### src/rtl/ihc_pkg.sv
`default_nettype none
package ihc_pkg;

    localparam int IN_TDATA_W  = 32;
    localparam int OUT_TDATA_W = 72;

    typedef enum logic [2:0] {
        ST_OK             = 3'd0,
        ST_TRUNCATED      = 3'd1,
        ST_NOT_IPV4       = 3'd2,
        ST_BAD_HLEN       = 3'd3,
        ST_LEN_OVER_CAP   = 3'd4,
        ST_LEN_UNDER_HLEN = 3'd5,
        ST_MULTI_ENCAP    = 3'd6
    } status_t;

    localparam logic [15:0] MIN_HDR_BYTES = 16'd20;
    localparam logic [3:0]  IP_VERSION4   = 4'd4;
    localparam logic [7:0]  PROTO_UDP     = 8'd17;

    // header byte positions
    localparam logic [5:0] POS_VER_IHL  = 6'd0;
    localparam logic [5:0] POS_TOTLEN_H = 6'd2;
    localparam logic [5:0] POS_TOTLEN_L = 6'd3;
    localparam logic [5:0] POS_FRAG_H   = 6'd6;
    localparam logic [5:0] POS_FRAG_L   = 6'd7;
    localparam logic [5:0] POS_PROTO    = 6'd9;
    localparam logic [5:0] POS_SRC_0    = 6'd12;
    localparam logic [5:0] POS_SRC_1    = 6'd13;
    localparam logic [5:0] POS_SRC_2    = 6'd14;
    localparam logic [5:0] POS_SRC_3    = 6'd15;
    localparam logic [5:0] POS_DST_0    = 6'd16;
    localparam logic [5:0] POS_DST_1    = 6'd17;
    localparam logic [5:0] POS_DST_2    = 6'd18;
    localparam logic [5:0] POS_DST_3    = 6'd19;

    // warning bit indexes
    localparam int W_SAME_ADDR   = 0;
    localparam int W_SRC_BCAST   = 1;
    localparam int W_DST_BCAST   = 2;
    localparam int W_LOOPBACK    = 3;
    localparam int W_SRC_THISNET = 4;
    localparam int W_DST_THISNET = 5;
    localparam int W_SRC_MCAST   = 6;
    localparam int W_SRC_RSVD    = 7;
    localparam int W_DST_RSVD    = 8;
    localparam int W_DF_OFFSET   = 9;
    localparam int W_LEN_OFFSET  = 10;
    localparam int W_ZERO_FRAG   = 11;
    localparam int W_BAD_FRAGBIT = 12;
    localparam int W_BAD_CSUM    = 13;

    typedef struct packed {
        status_t     status;
        logic        raise_event;
        logic [5:0]  hdr_bytes;
        logic [15:0] total_len;
        logic [15:0] frag_word;
        logic [7:0]  proto;
        logic [31:0] src_addr;
        logic [31:0] dst_addr;
        logic [20:0] sum;
    } hdr_info_t;

    typedef struct packed {
        status_t     status;
        logic        raise_error_event;
        logic [13:0] warning_flags;
        logic [5:0]  header_len;
        logic [15:0] payload_len;
        logic [7:0]  next_protocol;
        logic        hand_to_next_layer;
        logic        is_fragment;
        logic [12:0] frag_ofs;
        logic        more_fragments;
        logic        dont_fragment;
        logic        reserved_flag;
    } result_t;

endpackage
`default_nettype wire

### src/rtl/ipv4_header_checker_top.sv
// IPv4 header checker.
// s_ channel: one header byte per word, in network order. s_tuser marks the
// first byte of a header; that word also carries the captured length and the
// encapsulation flags, which are ignored on later words.
// m_ channel: at most one result word per header, either a rejection
// (status and event only, raised at byte 0 or byte 3) or the decoded header
// with its warning flags after the last header byte (IHL*4 bytes).
// cfg_wr_en / cfg_wr_data write check_checksum (1 after reset); write it
// only while no header is in flight.
// Throughput: one byte per cycle while s_tready is high; headers need no gap.
// Path: the result of the deciding byte passes the byte parser register and
// then the check/output register on its way to m_.
// Reset: the parser waits for a first byte, both result registers are empty.
// Stall: a result holds on m_ while m_tready is low; bytes that give no result
// keep flowing, and s_tready drops only once both result registers are full.
`default_nettype none
module ipv4_header_checker_top (
    input  wire logic                             aclk,
    input  wire logic                             aresetn,
    input  wire logic                             cfg_wr_en,
    input  wire logic                             cfg_wr_data,
    input  wire logic                             s_tvalid,
    output logic                                  s_tready,
    // data_byte, captured_length, after_ip_layer, already_tunneled, unsure_encap
    input  wire logic [ihc_pkg::IN_TDATA_W-1:0]   s_tdata,
    // first_byte
    input  wire logic                             s_tuser,
    output logic                                  m_tvalid,
    input  wire logic                             m_tready,
    // status, raise_error_event, warning_flags, header_len, payload_len,
    // next_protocol, hand_to_next_layer, is_fragment, frag_ofs,
    // more_fragments, dont_fragment, reserved_flag
    output logic [ihc_pkg::OUT_TDATA_W-1:0]       m_tdata
);
    import ihc_pkg::*;

    logic      check_checksum_reg, check_checksum_next;
    logic      mid_valid, mid_ready;
    hdr_info_t mid_info;
    result_t   res;

    always_comb begin
        check_checksum_next = cfg_wr_en ? cfg_wr_data : check_checksum_reg;
    end

    always_ff @(posedge aclk) begin
        if (!aresetn) begin
            check_checksum_reg <= 1'b1;
        end else begin
            check_checksum_reg <= check_checksum_next;
        end
    end

    ihc_parse u_parse (
        .aclk             (aclk),
        .aresetn          (aresetn),
        .in_valid         (s_tvalid),
        .in_ready         (s_tready),
        .data_byte        (s_tdata[7:0]),
        .first_byte       (s_tuser),
        .captured_length  (s_tdata[23:8]),
        .after_ip_layer   (s_tdata[24]),
        .already_tunneled (s_tdata[25]),
        .unsure_encap     (s_tdata[26]),
        .out_valid        (mid_valid),
        .out_ready        (mid_ready),
        .out_info         (mid_info)
    );

    ihc_check u_check (
        .aclk           (aclk),
        .aresetn        (aresetn),
        .check_checksum (check_checksum_reg),
        .in_valid       (mid_valid),
        .in_ready       (mid_ready),
        .in_info        (mid_info),
        .out_valid      (m_tvalid),
        .out_ready      (m_tready),
        .out_result     (res)
    );

    assign m_tdata = {6'd0,
                      res.reserved_flag,
                      res.dont_fragment,
                      res.more_fragments,
                      res.frag_ofs,
                      res.is_fragment,
                      res.hand_to_next_layer,
                      res.next_protocol,
                      res.payload_len,
                      res.header_len,
                      res.warning_flags,
                      res.raise_error_event,
                      res.status};

endmodule
`default_nettype wire

### src/rtl/ihc_parse.sv
`default_nettype none
module ihc_parse (
    input  wire logic              aclk,
    input  wire logic              aresetn,
    input  wire logic              in_valid,
    output logic                   in_ready,
    input  wire logic [7:0]        data_byte,
    input  wire logic              first_byte,
    input  wire logic [15:0]       captured_length,
    input  wire logic              after_ip_layer,
    input  wire logic              already_tunneled,
    input  wire logic              unsure_encap,
    output logic                   out_valid,
    input  wire logic              out_ready,
    output ihc_pkg::hdr_info_t     out_info
);
    import ihc_pkg::*;

    logic [5:0]  pos_reg, pos_next;
    logic        ignore_reg, ignore_next;
    logic [20:0] sum_reg, sum_next;
    logic [7:0]  hi_reg, hi_next;
    logic [5:0]  hdr_reg, hdr_next;
    logic [15:0] tot_reg, tot_next;
    logic [15:0] cap_reg, cap_next;
    logic [15:0] frag_reg, frag_next;
    logic [7:0]  proto_reg, proto_next;
    logic [31:0] src_reg, src_next;
    logic [31:0] dst_reg, dst_next;
    logic        out_valid_reg, out_valid_next;
    hdr_info_t   info_reg, info_next;

    logic        in_fire, active, reject, last_byte, load;
    status_t     rej_status;
    logic        rej_event;
    logic [5:0]  pos;
    logic [20:0] sum_c;
    logic [7:0]  hi_c;
    logic [5:0]  hdr_c;
    logic [15:0] tot_c, frag_c;
    logic [7:0]  proto_c;
    logic [31:0] src_c, dst_c;

    assign in_ready  = !out_valid_reg || out_ready;
    assign in_fire   = in_valid && in_ready;
    assign active    = in_fire && (first_byte || !ignore_reg);
    assign out_valid = out_valid_reg;
    assign out_info  = info_reg;

    always_comb begin
        pos     = first_byte ? '0 : pos_reg;
        sum_c   = first_byte ? '0 : sum_reg;
        hi_c    = first_byte ? '0 : hi_reg;
        hdr_c   = first_byte ? '0 : hdr_reg;
        tot_c   = first_byte ? '0 : tot_reg;
        frag_c  = first_byte ? '0 : frag_reg;
        proto_c = first_byte ? '0 : proto_reg;
        src_c   = first_byte ? '0 : src_reg;
        dst_c   = first_byte ? '0 : dst_reg;

        cap_next   = first_byte ? captured_length : cap_reg;
        hdr_next   = hdr_c;
        hi_next    = hi_c;
        sum_next   = sum_c;
        tot_next   = tot_c;
        frag_next  = frag_c;
        proto_next = proto_c;
        src_next   = src_c;
        dst_next   = dst_c;
        reject     = 1'b0;
        rej_status = ST_OK;
        rej_event  = 1'b0;

        if (pos == POS_VER_IHL) begin
            hdr_next = {data_byte[3:0], 2'b00};
            if (cap_next < MIN_HDR_BYTES) begin
                reject     = 1'b1;
                rej_status = ST_TRUNCATED;
                rej_event  = !unsure_encap;
            end else if (after_ip_layer && already_tunneled) begin
                reject     = 1'b1;
                rej_status = ST_MULTI_ENCAP;
                rej_event  = 1'b1;
            end else if (data_byte[7:4] != IP_VERSION4) begin
                reject     = 1'b1;
                rej_status = ST_NOT_IPV4;
                rej_event  = !unsure_encap;
            end else if ({10'd0, hdr_next} < MIN_HDR_BYTES) begin
                reject     = 1'b1;
                rej_status = ST_BAD_HLEN;
                rej_event  = 1'b1;
            end
        end

        if (!pos[0]) begin
            hi_next = data_byte;
        end else begin
            sum_next = sum_c + {5'd0, hi_c, data_byte};
        end

        case (pos)
            POS_TOTLEN_H: tot_next   = {data_byte, 8'd0};
            POS_TOTLEN_L: tot_next   = {tot_c[15:8], data_byte};
            POS_FRAG_H:   frag_next  = {data_byte, 8'd0};
            POS_FRAG_L:   frag_next  = {frag_c[15:8], data_byte};
            POS_PROTO:    proto_next = data_byte;
            POS_SRC_0, POS_SRC_1, POS_SRC_2, POS_SRC_3:
                src_next = {src_c[23:0], data_byte};
            POS_DST_0, POS_DST_1, POS_DST_2, POS_DST_3:
                dst_next = {dst_c[23:0], data_byte};
            default: ;
        endcase

        if (pos == POS_TOTLEN_L) begin
            if (tot_next > cap_next) begin
                reject     = 1'b1;
                rej_status = ST_LEN_OVER_CAP;
                rej_event  = 1'b1;
            end else if (tot_next < {10'd0, hdr_next}) begin
                reject     = 1'b1;
                rej_status = ST_LEN_UNDER_HLEN;
                rej_event  = 1'b1;
            end
        end

        last_byte = !reject && (({1'b0, pos} + 7'd1) == {1'b0, hdr_next});
        load      = active && (reject || last_byte);

        ignore_next = ignore_reg;
        pos_next    = pos_reg;
        if (active) begin
            ignore_next = reject || last_byte;
            pos_next    = last_byte ? '0 : pos + 6'd1;
        end

        info_next.status      = reject ? rej_status : ST_OK;
        info_next.raise_event = reject && rej_event;
        info_next.hdr_bytes   = hdr_next;
        info_next.total_len   = tot_next;
        info_next.frag_word   = frag_next;
        info_next.proto       = proto_next;
        info_next.src_addr    = src_next;
        info_next.dst_addr    = dst_next;
        info_next.sum         = sum_next;

        out_valid_next = load || (out_valid_reg && !out_ready);
    end

    always_ff @(posedge aclk) begin
        if (!aresetn) begin
            pos_reg       <= '0;
            ignore_reg    <= 1'b1;
            out_valid_reg <= 1'b0;
        end else begin
            pos_reg       <= pos_next;
            ignore_reg    <= ignore_next;
            out_valid_reg <= out_valid_next;
        end
    end

    always_ff @(posedge aclk) begin
        if (active) begin
            sum_reg   <= sum_next;
            hi_reg    <= hi_next;
            hdr_reg   <= hdr_next;
            tot_reg   <= tot_next;
            cap_reg   <= cap_next;
            frag_reg  <= frag_next;
            proto_reg <= proto_next;
            src_reg   <= src_next;
            dst_reg   <= dst_next;
        end
        if (load) begin
            info_reg <= info_next;
        end
    end

endmodule
`default_nettype wire

### src/rtl/ihc_check.sv
`default_nettype none
module ihc_check (
    input  wire logic               aclk,
    input  wire logic               aresetn,
    input  wire logic               check_checksum,
    input  wire logic               in_valid,
    output logic                    in_ready,
    input  wire ihc_pkg::hdr_info_t in_info,
    output logic                    out_valid,
    input  wire logic               out_ready,
    output ihc_pkg::result_t        out_result
);
    import ihc_pkg::*;

    logic        out_valid_reg, out_valid_next;
    result_t     result_reg, result_next;
    logic        load;
    logic [12:0] off;
    logic        rf, df, mf, frag, ok;
    logic [15:0] payload;
    logic [16:0] fold1, fold2, len_sum;
    logic [7:0]  ms, md;
    logic [13:0] w;

    assign in_ready   = !out_valid_reg || out_ready;
    assign load       = in_valid && in_ready;
    assign out_valid  = out_valid_reg;
    assign out_result = result_reg;

    always_comb begin
        ok      = (in_info.status == ST_OK);
        off     = in_info.frag_word[12:0];
        rf      = in_info.frag_word[15];
        df      = in_info.frag_word[14];
        mf      = in_info.frag_word[13];
        payload = in_info.total_len - {10'd0, in_info.hdr_bytes};
        ms      = in_info.src_addr[31:24];
        md      = in_info.dst_addr[31:24];
        fold1   = {12'd0, in_info.sum[20:16]} + {1'b0, in_info.sum[15:0]};
        fold2   = fold1 + {16'd0, fold1[16]};
        len_sum = {4'd0, off} + {1'b0, in_info.total_len};
        frag    = ((off != '0) || mf) && (payload != '0);

        w                = '0;
        w[W_SAME_ADDR]   = in_info.src_addr == in_info.dst_addr;
        w[W_SRC_BCAST]   = &in_info.src_addr;
        w[W_DST_BCAST]   = &in_info.dst_addr;
        w[W_LOOPBACK]    = (ms == 8'h7F) || (md == 8'h7F);
        w[W_SRC_THISNET] = ms == 8'h00;
        w[W_DST_THISNET] = md == 8'h00;
        w[W_SRC_MCAST]   = ms[7:4] == 4'hE;
        w[W_SRC_RSVD]    = ms[7:4] == 4'hF;
        w[W_DST_RSVD]    = md[7:4] == 4'hF;
        w[W_DF_OFFSET]   = df && (off != '0);
        w[W_LEN_OFFSET]  = len_sum[16];
        w[W_ZERO_FRAG]   = ((off != '0) || mf) && (payload == '0);
        w[W_BAD_FRAGBIT] = mf && df;
        w[W_BAD_CSUM]    = check_checksum && (fold2[15:0] != 16'hFFFF);

        result_next                    = '0;
        result_next.status             = in_info.status;
        result_next.raise_error_event  = in_info.raise_event;
        if (ok) begin
            result_next.warning_flags      = w;
            result_next.header_len         = in_info.hdr_bytes;
            result_next.payload_len        = payload;
            result_next.next_protocol      = in_info.proto;
            result_next.hand_to_next_layer = !frag || ((off == '0) && (in_info.proto == PROTO_UDP));
            result_next.is_fragment        = frag;
            result_next.frag_ofs           = off;
            result_next.more_fragments     = mf;
            result_next.dont_fragment      = df;
            result_next.reserved_flag      = rf;
        end

        out_valid_next = load || (out_valid_reg && !out_ready);
    end

    always_ff @(posedge aclk) begin
        if (!aresetn) begin
            out_valid_reg <= 1'b0;
        end else begin
            out_valid_reg <= out_valid_next;
        end
    end

    always_ff @(posedge aclk) begin
        if (load) begin
            result_reg <= result_next;
        end
    end

endmodule
`default_nettype wire

### config.mk
export PLATFORM = sky130hd
export DESIGN_NAME = ipv4_header_checker_top
export DESIGN_NICKNAME = d
export VERILOG_FILES = /design/src/rtl/ihc_pkg.sv /design/src/rtl/ipv4_header_checker_top.sv /design/src/rtl/ihc_parse.sv /design/src/rtl/ihc_check.sv
export SDC_FILE = /design/constraint.sdc
export NUM_CORES = 1
export LEC_CHECK = 0
export BUFFER_PORTS_ARGS = -buffer_cell sky130_fd_sc_hd__buf_2
export CELL_PAD_IN_SITES_DETAIL_PLACEMENT = 0
export CELL_PAD_IN_SITES_GLOBAL_PLACEMENT = 2
export CORE_MARGIN = 5
export CORE_UTILIZATION = 45
export DETAILED_ROUTE_END_ITERATION = 12
export PLACE_DENSITY_LB_ADDON = 0.1
export SYNTH_ARGS = -nofsm -noshare
export SYNTH_HDL_FRONTEND = slang
export SYNTH_HIERARCHICAL = 1
export SYNTH_SLANG_ARGS = --single-unit
### constraint.sdc
create_clock -name aclk -period 17.3 [get_ports aclk]
set_clock_uncertainty 0.05 [all_clocks]
set_input_delay 0.865 -clock aclk [delete_from_list [all_inputs] [get_ports aclk]]
set_output_delay 0.865 -clock aclk [all_outputs]
set_load 0.05 [all_outputs]
==> results of run 1 <==
==> synthesized netlist by cell type, types with 5 or more instances <==
cell type / number
mux2i_1: 31
nor4_1: 20
nand3_1: 42
nand4_1: 38
dfxtp_1: 10
nand2_1: 175
nor4b_1: 5
xor2_1: 25
a21o_1: 12
a21oi_1: 89
a211oi_1: 7
o31ai_1: 6
o21ai_0: 65
ha_1: 63
nand2b_1: 11
buf_4: 6
o211ai_1: 6
xnor2_1: 44
or2_2: 8
nor3_1: 27
a2111oi_0: 7
nor3b_1: 5
buf_2: 7
nor2_1: 79
or3_1: 8
o21a_1: 12
nor2b_1: 39
and3_1: 9
edfxtp_1: 356
o21bai_1: 6
a22o_1: 23
nand3b_1: 5
clkbuf_1: 46
and2_1: 35
inv_1: 62
==> power by group through the flow <==
| stage | Combinational [mW] | Sequential (mW) | Clock, mW |
|---|---|---|---|
| finish | 0.203 | 1.05 | 0.850 |
| global route | 0.223 | 1.06 | 0.910 |
| CTS | 0.204 | 1.05 | 0.872 |
| detailed placement | 0.202 | 1.07 | 0 |
| global placement | 0.200 | 1.07 | 0 |
| floorplan | 0.128 | 1.08 | 0 |
==> through the flow <==
step / std cells / worst slack [ps] / power [mW] / util (%)
4_1_cts: 2110 / 11030 / 2.13 / 51.6
2_1_floorplan: 1472 / 8670 / 1.21 / -
6_report: 2111 / 10990 / 2.10 / 51.6
3_3_place_gp: 2036 / 10590 / 1.27 / 48.2
5_1_grt: 2110 / 10580 / 2.19 / 51.6
3_5_place_dp: 2036 / 10460 / 1.27 / 48.2
==> logic make-up after synthesis <==
| logic type | after synthesis | synth area share [%] |
|---|---|---|
| AND/OR/NAND/NOR | 521 | 14.8 |
| flip-flops | 366 | 61.4 |
| AO/OA/AOI/OAI | 281 | 10.6 |
| buffers and inverters | 128 | 2.98 |
| XOR/XNOR | 70 | 3.53 |
| adder cells (fa/ha/maj) | 66 | 4.78 |
| multiplexers | 34 | 1.94 |
| other | 1 | 0.0211 |
==> layer usage <==
metal,vias up,part of all wire [%],global-route usage (%)
met5,-,0,0
met4,0,1.8,4.95
met3,51,5.8,3.22
met2,318,44,29.6
met1,5845,48,30.3
li1,5641,-,-
==> worst max-delay path by stage <==
stage                     slack, ps  cells after the start              endpoint     start
final                         10990                     16  u_parse/out_info[11]   s_tuser
after global routing          10580                     16  u_parse/out_info[11]   s_tuser
after CTS                     11030                     16  u_parse/out_info[11]   s_tuser
after detailed placement      10460                     16  u_parse/out_info[50]   s_tuser
after global placement        10590                     14  u_parse/out_info[47]   s_tuser
after floorplan                8670                      6   u_parse/out_info[0]  m_tready
==> cell type report <==
class,instances,area (um^2),share of cell area [%]
Antenna cell,1,2.50,0.0125
Clock buffer,54,1130,5.63
Clock inverter,20,173,0.862
Inverter,62,240,1.20
Multi-Input combinational cell,978,6360,31.8
Sequential cell,366,10900,54.4
Tap cell,518,648,3.24
Timing Repair Buffer,112,591,2.95
==> summary.txt, run 1 <==
Yosys
  • Yosys top cell area share: about three fifths
  • Leading cell types by total area after synthesis: edfxtp_1 (60%), ha_1 (4.4%), nand2_1 (3.7%)
  • Ys Warns: 6
  • Ys async rst share: 0%
  • Sequential cell area fraction in the yosys report: 61.4%
  • Mean Syn Cell Area: approximately 12 um^2
  • Seq cells post-synth: about 370
  • Cell Area, Synth: between 15000 and 20000 um^2
  • Biggest area consumer among synthesized cells: edfxtp_1
  • Yosys cell types: 79
  • Synth Flop Type: edfxtp_1
  • Number of synthesized flops with an enable pin: between 300 and 400
  • Cells after Synth: between 1000 and 1500

Global routing
  • All-Layer GR Usage: 19.8%
  • Vias in the first global route: ~11000
  • Largest net degree at the start of global routing: 96
  • Initial antenna violation count: 0
  • First-pass GRT wire length: 67700 um
  • Grt ovf: 0

Power and ir drop
  • Logic gate share of total power: about a tenth
  • Sw power: between 500 and 600 uW
  • Net Sw Frac: about a quarter
  • Worst vdd ir: between 0.00006 and 0.00007 V
  • Internal: approximately 1.6 mW
  • Seq pwr share: roughly 50%
  • Pleak: 7.29 nW
  • Pwr per Cell Area: approximately 110 nW/um^2
  • Power share of the clock group: between 40% and 50%

Placed design
  • Placed cell areas: 18700 um^2
  • Detailed Place HPWL: roughly 30000 um
  • IO Port Bufs: ~100
  • GP Congestion: between 0.8 and 0.9

Timing
  • Fin Setup TNS: 0 ps
  • Final hold slack: roughly 400 ps
  • # setup viols final: 0
  • Final number of hold-violating endpoints: 0
  • Final Max Slew Viols: 0
  • Tightest Pin Transition: between 1000 and 1500 ps
  • Slew HR: 15.1%
  • Fin crit period: about 6300 ps
  • Unrepaired setup endpoints after global routing: false
  • Final Cycle Share: between 30% and 40%
  • Fmax: roughly 160 MHz

Critical path
  • CP Cell Sequence: buf_4 -> nor2b_1 -> ha_1 -> or2_2 -> a21oi_4 -> a22o_1 -> ha_1 -> nor2b_1 -> o211ai_1 -> a21o_1 -> a2111oi_0 -> o21bai_1 -> nand2_1 -> o21ai_1 -> inv_4 -> buf_4
  • Slowest CP cell: buf_4
  • Critical Path End Type: flip-flop
  • Worst stage delay on the critical path: 1000 ps
  • Flop2flop setup slack: 11600 ps
  • Startpoint types: input port
  • CP Buf/Inv Count: 3
  • CP Max Fanout: 85
  • FF-to-FF Start: u_parse/pos_reg[1]
  • Worst r2r path cells: 15
  • Worst R2R End: u_parse/out_info[11]
  • Arrival time worst endpoint: ~6400 ps
  • Data required, critical path: between 15000 and 20000 ps
  • CP top delay family: buffers and inverters
  • Critical path type: in2reg

Clocking
  • Setup Buffers After CTS: 0
  • TritonCTS buffer count: 42
  • H-tree levels: 2
  • Clock transition at path regs: roughly 60 ps
  • CTS Root Cell: clkbuf_16
  • CTS tree: yes
  • Clock latency on the worst-skew pair: between 500 and 600 ps
  • Post-CTS Resized: 0
  • Post-CTS Hold Fix Bufs: 0
  • Sinks on Clock Net: 366
  • Clock Path Buffers: 3

Die
  • Initial Util: between 40 and 50%
  • Die width: 209 um
  • Die height: 209 um
  • Rows: 72
  • Ports: around 110
  • DIE AREA: approximately 43000 um^2
  • Core area: roughly 39000 um^2

Min path
  • Min-delay src: u_parse/out_info[131]
  • Hold EP: u_check/out_result[62]
  • WHS Path Cells: 0
  • HP Class: reg2reg

Layout
  • Final Net Count: roughly 1700
  • Most frequent cells in the layout: edfxtp_1 (356), nand2_1 (175), buf_2 (100), a21oi_1 (89), nor2_1 (79)
  • Largest register FFs: between 100 and 150
  • Commonest non-fill, non-tap cell in the layout: edfxtp_1
  • Fin area: between 20000 and 25000 um^2
  • FILL cells: roughly 3500
  • Area Growth Syn to Fin: 12.9%
  • Layout cell share with drive strength beyond 1: between 10% and 20%

Flow run
  • Max-cap violation count: 0

Drt
  • Drt pass-1 iters: 5
  • DR WL/cell: 20.9 um
  • Drt total wl: between 40000 and 50000 um
  • # DRC: 0
  • Via count: ~12000
  • Post-DRT Antenna Nets: 0
  • Vias per cell: roughly 5.6
  • Iteration-0 DRC Markers: roughly 820

Run status
  • Outcome: completed
No activity file was read; power rests on OpenSTA's default activity.
==> run 2, diff against run 1 <==
- CORE_UTILIZATION: 45 -> 42
- clock period: 17.3 -> 6.1 ns (I/O delays scaled with it)
==> summary.txt, run 2 (synthesis gave the netlist of run 1 again) <==
Run status
  • Outcome: completed

Global routing
  • Initial antenna violation count: 1 (+1)
  • All-Layer GR Usage: 19.2% (-0.57 points)
  • Largest net degree at the start of global routing: 86 (-10%)
  • Grt ovf: 0 (unchanged)
  • First-pass GRT wire length: 70000 um (+3.4%)
  • Vias in the first global route: 11685 (+1.7%)

Critical path
  • Critical path type: reg2reg
  • Worst r2r path cells: 15 (unchanged)
  • Critical Path Source: u_parse/pos_reg[1]
  • CP Max Fanout: 85 (unchanged)
  • Slowest CP cell: buf_4
  • Critical Path End Type: flip-flop
  • Worst stage delay on the critical path: 860 ps (-140 ps)
  • Worst R2R End: u_parse/out_info[12]
  • Startpoint types: flip-flop
  • FF-to-FF Start: u_parse/pos_reg[1]
  • Flop2flop setup slack: 1160 ps (-10440 ps)
  • Arrival time worst endpoint: 5050 ps (-1370 ps)
  • CP Cell Sequence: nor2b_1 -> ha_1 -> or2_4 -> a21oi_4 -> a22o_1 -> ha_1 -> nor2b_1 -> o211ai_1 -> a21o_1 -> a2111oi_0 -> o21bai_1 -> nand2_1 -> o21ai_1 -> clkinvlp_4 -> buf_4
  • Data required, critical path: 6210 ps (-11190 ps)

Layout
  • Most frequent cells in the layout: edfxtp_1 (356), nand2_1 (175), buf_2 (100), a21oi_1 (89), nor2_1 (79)
  • Area Growth Syn to Fin: 13.7%
  • FILL cells: 3792 (+8.2%)
  • Fin area: 20200 um^2 (+0.72%)
  • Layout cell share with drive strength beyond 1: 13.2% (+0.29 points)
  • Largest register FFs: 135 (unchanged)
  • Commonest non-fill, non-tap cell in the layout: edfxtp_1
  • Final Net Count: 1675 (+0.48%)
  • # diodes: 0 (-1)
  • Post-Layout Cell Count: 2141 (+1.4%)

Power and ir drop
  • Sw power: 1.50 mW (+190%)
  • Worst vdd ir: 0.000184 V (+170%)
  • Net Sw Frac: 24.8% (+0.50 points)
  • Pleak: 7.32 nW (+0.53%)
  • Logic gate share of total power: 9.6% (about the same)
  • Internal: 4.55 mW (+190%)
  • Seq pwr share: 49.4% (-0.6 points)
  • Pwr per Cell Area: 300 nW/um^2 (+190%)
  • Power share of the clock group: 41.0% (+0.6 points)

Timing
  • Fin crit period: 4940 ps
  • Final number of hold-violating endpoints: 0 (unchanged)
  • Final Max Slew Viols: 0 (unchanged)
  • Final Cycle Share: between 80 and 90%
  • Fin Setup TNS: 0 ps (unchanged)
  • Final hold slack: 55.8 ps (-346 ps)
  • # setup viols final: 0 (unchanged)
  • Fmax: slightly above 200 MHz
  • Slew HR: 21.0% (+5.9 points)
  • Unrepaired setup endpoints after global routing: false
  • Tightest Pin Transition: 1180 ps (-77.6 ps)

Clocking
  • Clock latency on the worst-skew pair: 560 ps (about the same)
  • CTS Root Cell: clkbuf_16
  • H-tree levels: 2 (unchanged)
  • CTS tree: yes
  • Sinks on Clock Net: 366 (unchanged)
  • Clock Path Buffers: 3 (unchanged)
  • Setup Buffers After CTS: 0 (unchanged)
  • TritonCTS buffer count: 42 (unchanged)
  • Clock transition at path regs: 60 ps (about the same)

Placed design
  • Placed Cells incl. Taps: 2061 (+1.2%)
  • Detailed Place HPWL: 30500 um (+3.0%)
  • Placed cell areas: 18800 um^2 (+0.44%)
  • IO Port Bufs: 101 (unchanged)
  • GP Congestion: 0.832 (+0.87%)

Die
  • Rows: 75 (+4.2%)
  • Ports: 113 (unchanged)
  • Core area: 41900 um^2 (+7.8%)
  • DIE AREA: 46500 um^2 (+6.8%)
  • Initial Util: 42.4% (-3.3 points)
  • Die height: 216 um (+3.3%)
  • Die width: 216 um (+3.3%)

Flow run
  • Max-cap violation count: 0 (unchanged)

Drt
  • Vias per cell: 5.54 (-1.4%)
  • DR WL/cell: 21.5 um (+2.7%)
  • Drt total wl: 45900 um (+4.2%)
  • # DRC: 0 (unchanged)
  • Post-DRT Antenna Nets: 0 (unchanged)
  • Iteration-0 DRC Markers: 924 (+12%)
  • Via count: 11853 (-0.017%)
  • Drt pass-1 iters: 5 (unchanged)

Min path
  • WHS Path Cells: 3 (+3)
  • HP Class: in2reg
  • Min-delay src: s_tdata[9]
  • Hold EP: u_parse/cap_reg[1]
-- run 2: changes by cell type in the layout (fill, tap and decap cells not counted), moves of 2 or more --
| cell | change |
|---|---|
| buf_4 | +4 |
| clkbuf_1 | -4 |
| clkinv_1 | +7 |
| clkinv_2 | -2 |
| clkinvlp_4 | +4 |
| dlygate4sd3_1 | +4 |
| inv_6 | -2 |
-- run 2: power groups by stage --
stage	sequential, mW	clock (mW)	combinational, mW
floorplan	3.07	0	0.367
global placement	3.04	0	0.576
detailed placement	3.04	0	0.580
CTS	2.98	2.57	0.586
global route	3.00	2.67	0.638
finish	2.98	2.48	0.581
-- run 2: how the worst max path moves through the flow --
| stage | to | slack (ps) | depth (start not counted) |
|---|---|---|---|
| after floorplan | u_parse/out_info[0] | -140 | 6 |
| after global placement | u_parse/out_info[11] | 1060 | 16 |
| after detailed placement | u_parse/out_info[11] | 960 | 16 |
| after CTS | u_parse/out_info[13] | 1200 | 15 |
| after global routing | u_parse/out_info[13] | 690 | 15 |
| final | u_parse/out_info[12] | 1160 | 15 |
-- run 2: repair_timing --
| action | 4_1_cts | 5_1_grt |
|---|---|---|
| hold endpoints to repair | 2 | 0 |
| hold buffers | 4 | 0 |
| gates resized for setup | 0 | 0 |
-- run 2: per-stage QoR --
stage	setup WS [ps]	power [mW]	util, %
2_1_floorplan	-142	3.43	-
3_3_place_gp	1060	3.61	45.0
3_5_place_dp	959	3.62	45.0
4_1_cts	1200	6.14	48.2
5_1_grt	691	6.30	48.2
6_report	1160	6.04	48.2
-- run 2: cell type report --
cell class	instances	area [um^2]	area share [%]
flip-flops and latches	366	10900	54.0
clock buffers	49	1100	5.44
multi-input cells	978	6380	31.6
inverters	62	240	1.19
repair buffers	120	661	3.27
well taps	539	674	3.34
clock inverters	27	225	1.12
-- run 2: per-layer routing --
layer	track usage [%]	vias up	routed length (um)
met5	0	-	13
met4	4.05	2	689
met3	4.16	49	2540
met2	29.1	291	20400
met1	28.7	5839	22300
li1	-	5672	-
-- run 2: worst max-delay path, delay by kind of cell, from the launching register on --
family          cells  cell delay, ps
flops               1             410
simple gates        4             780
buf+inv             2             960
compound gates      7            1470
fa+ha+maj           2             780
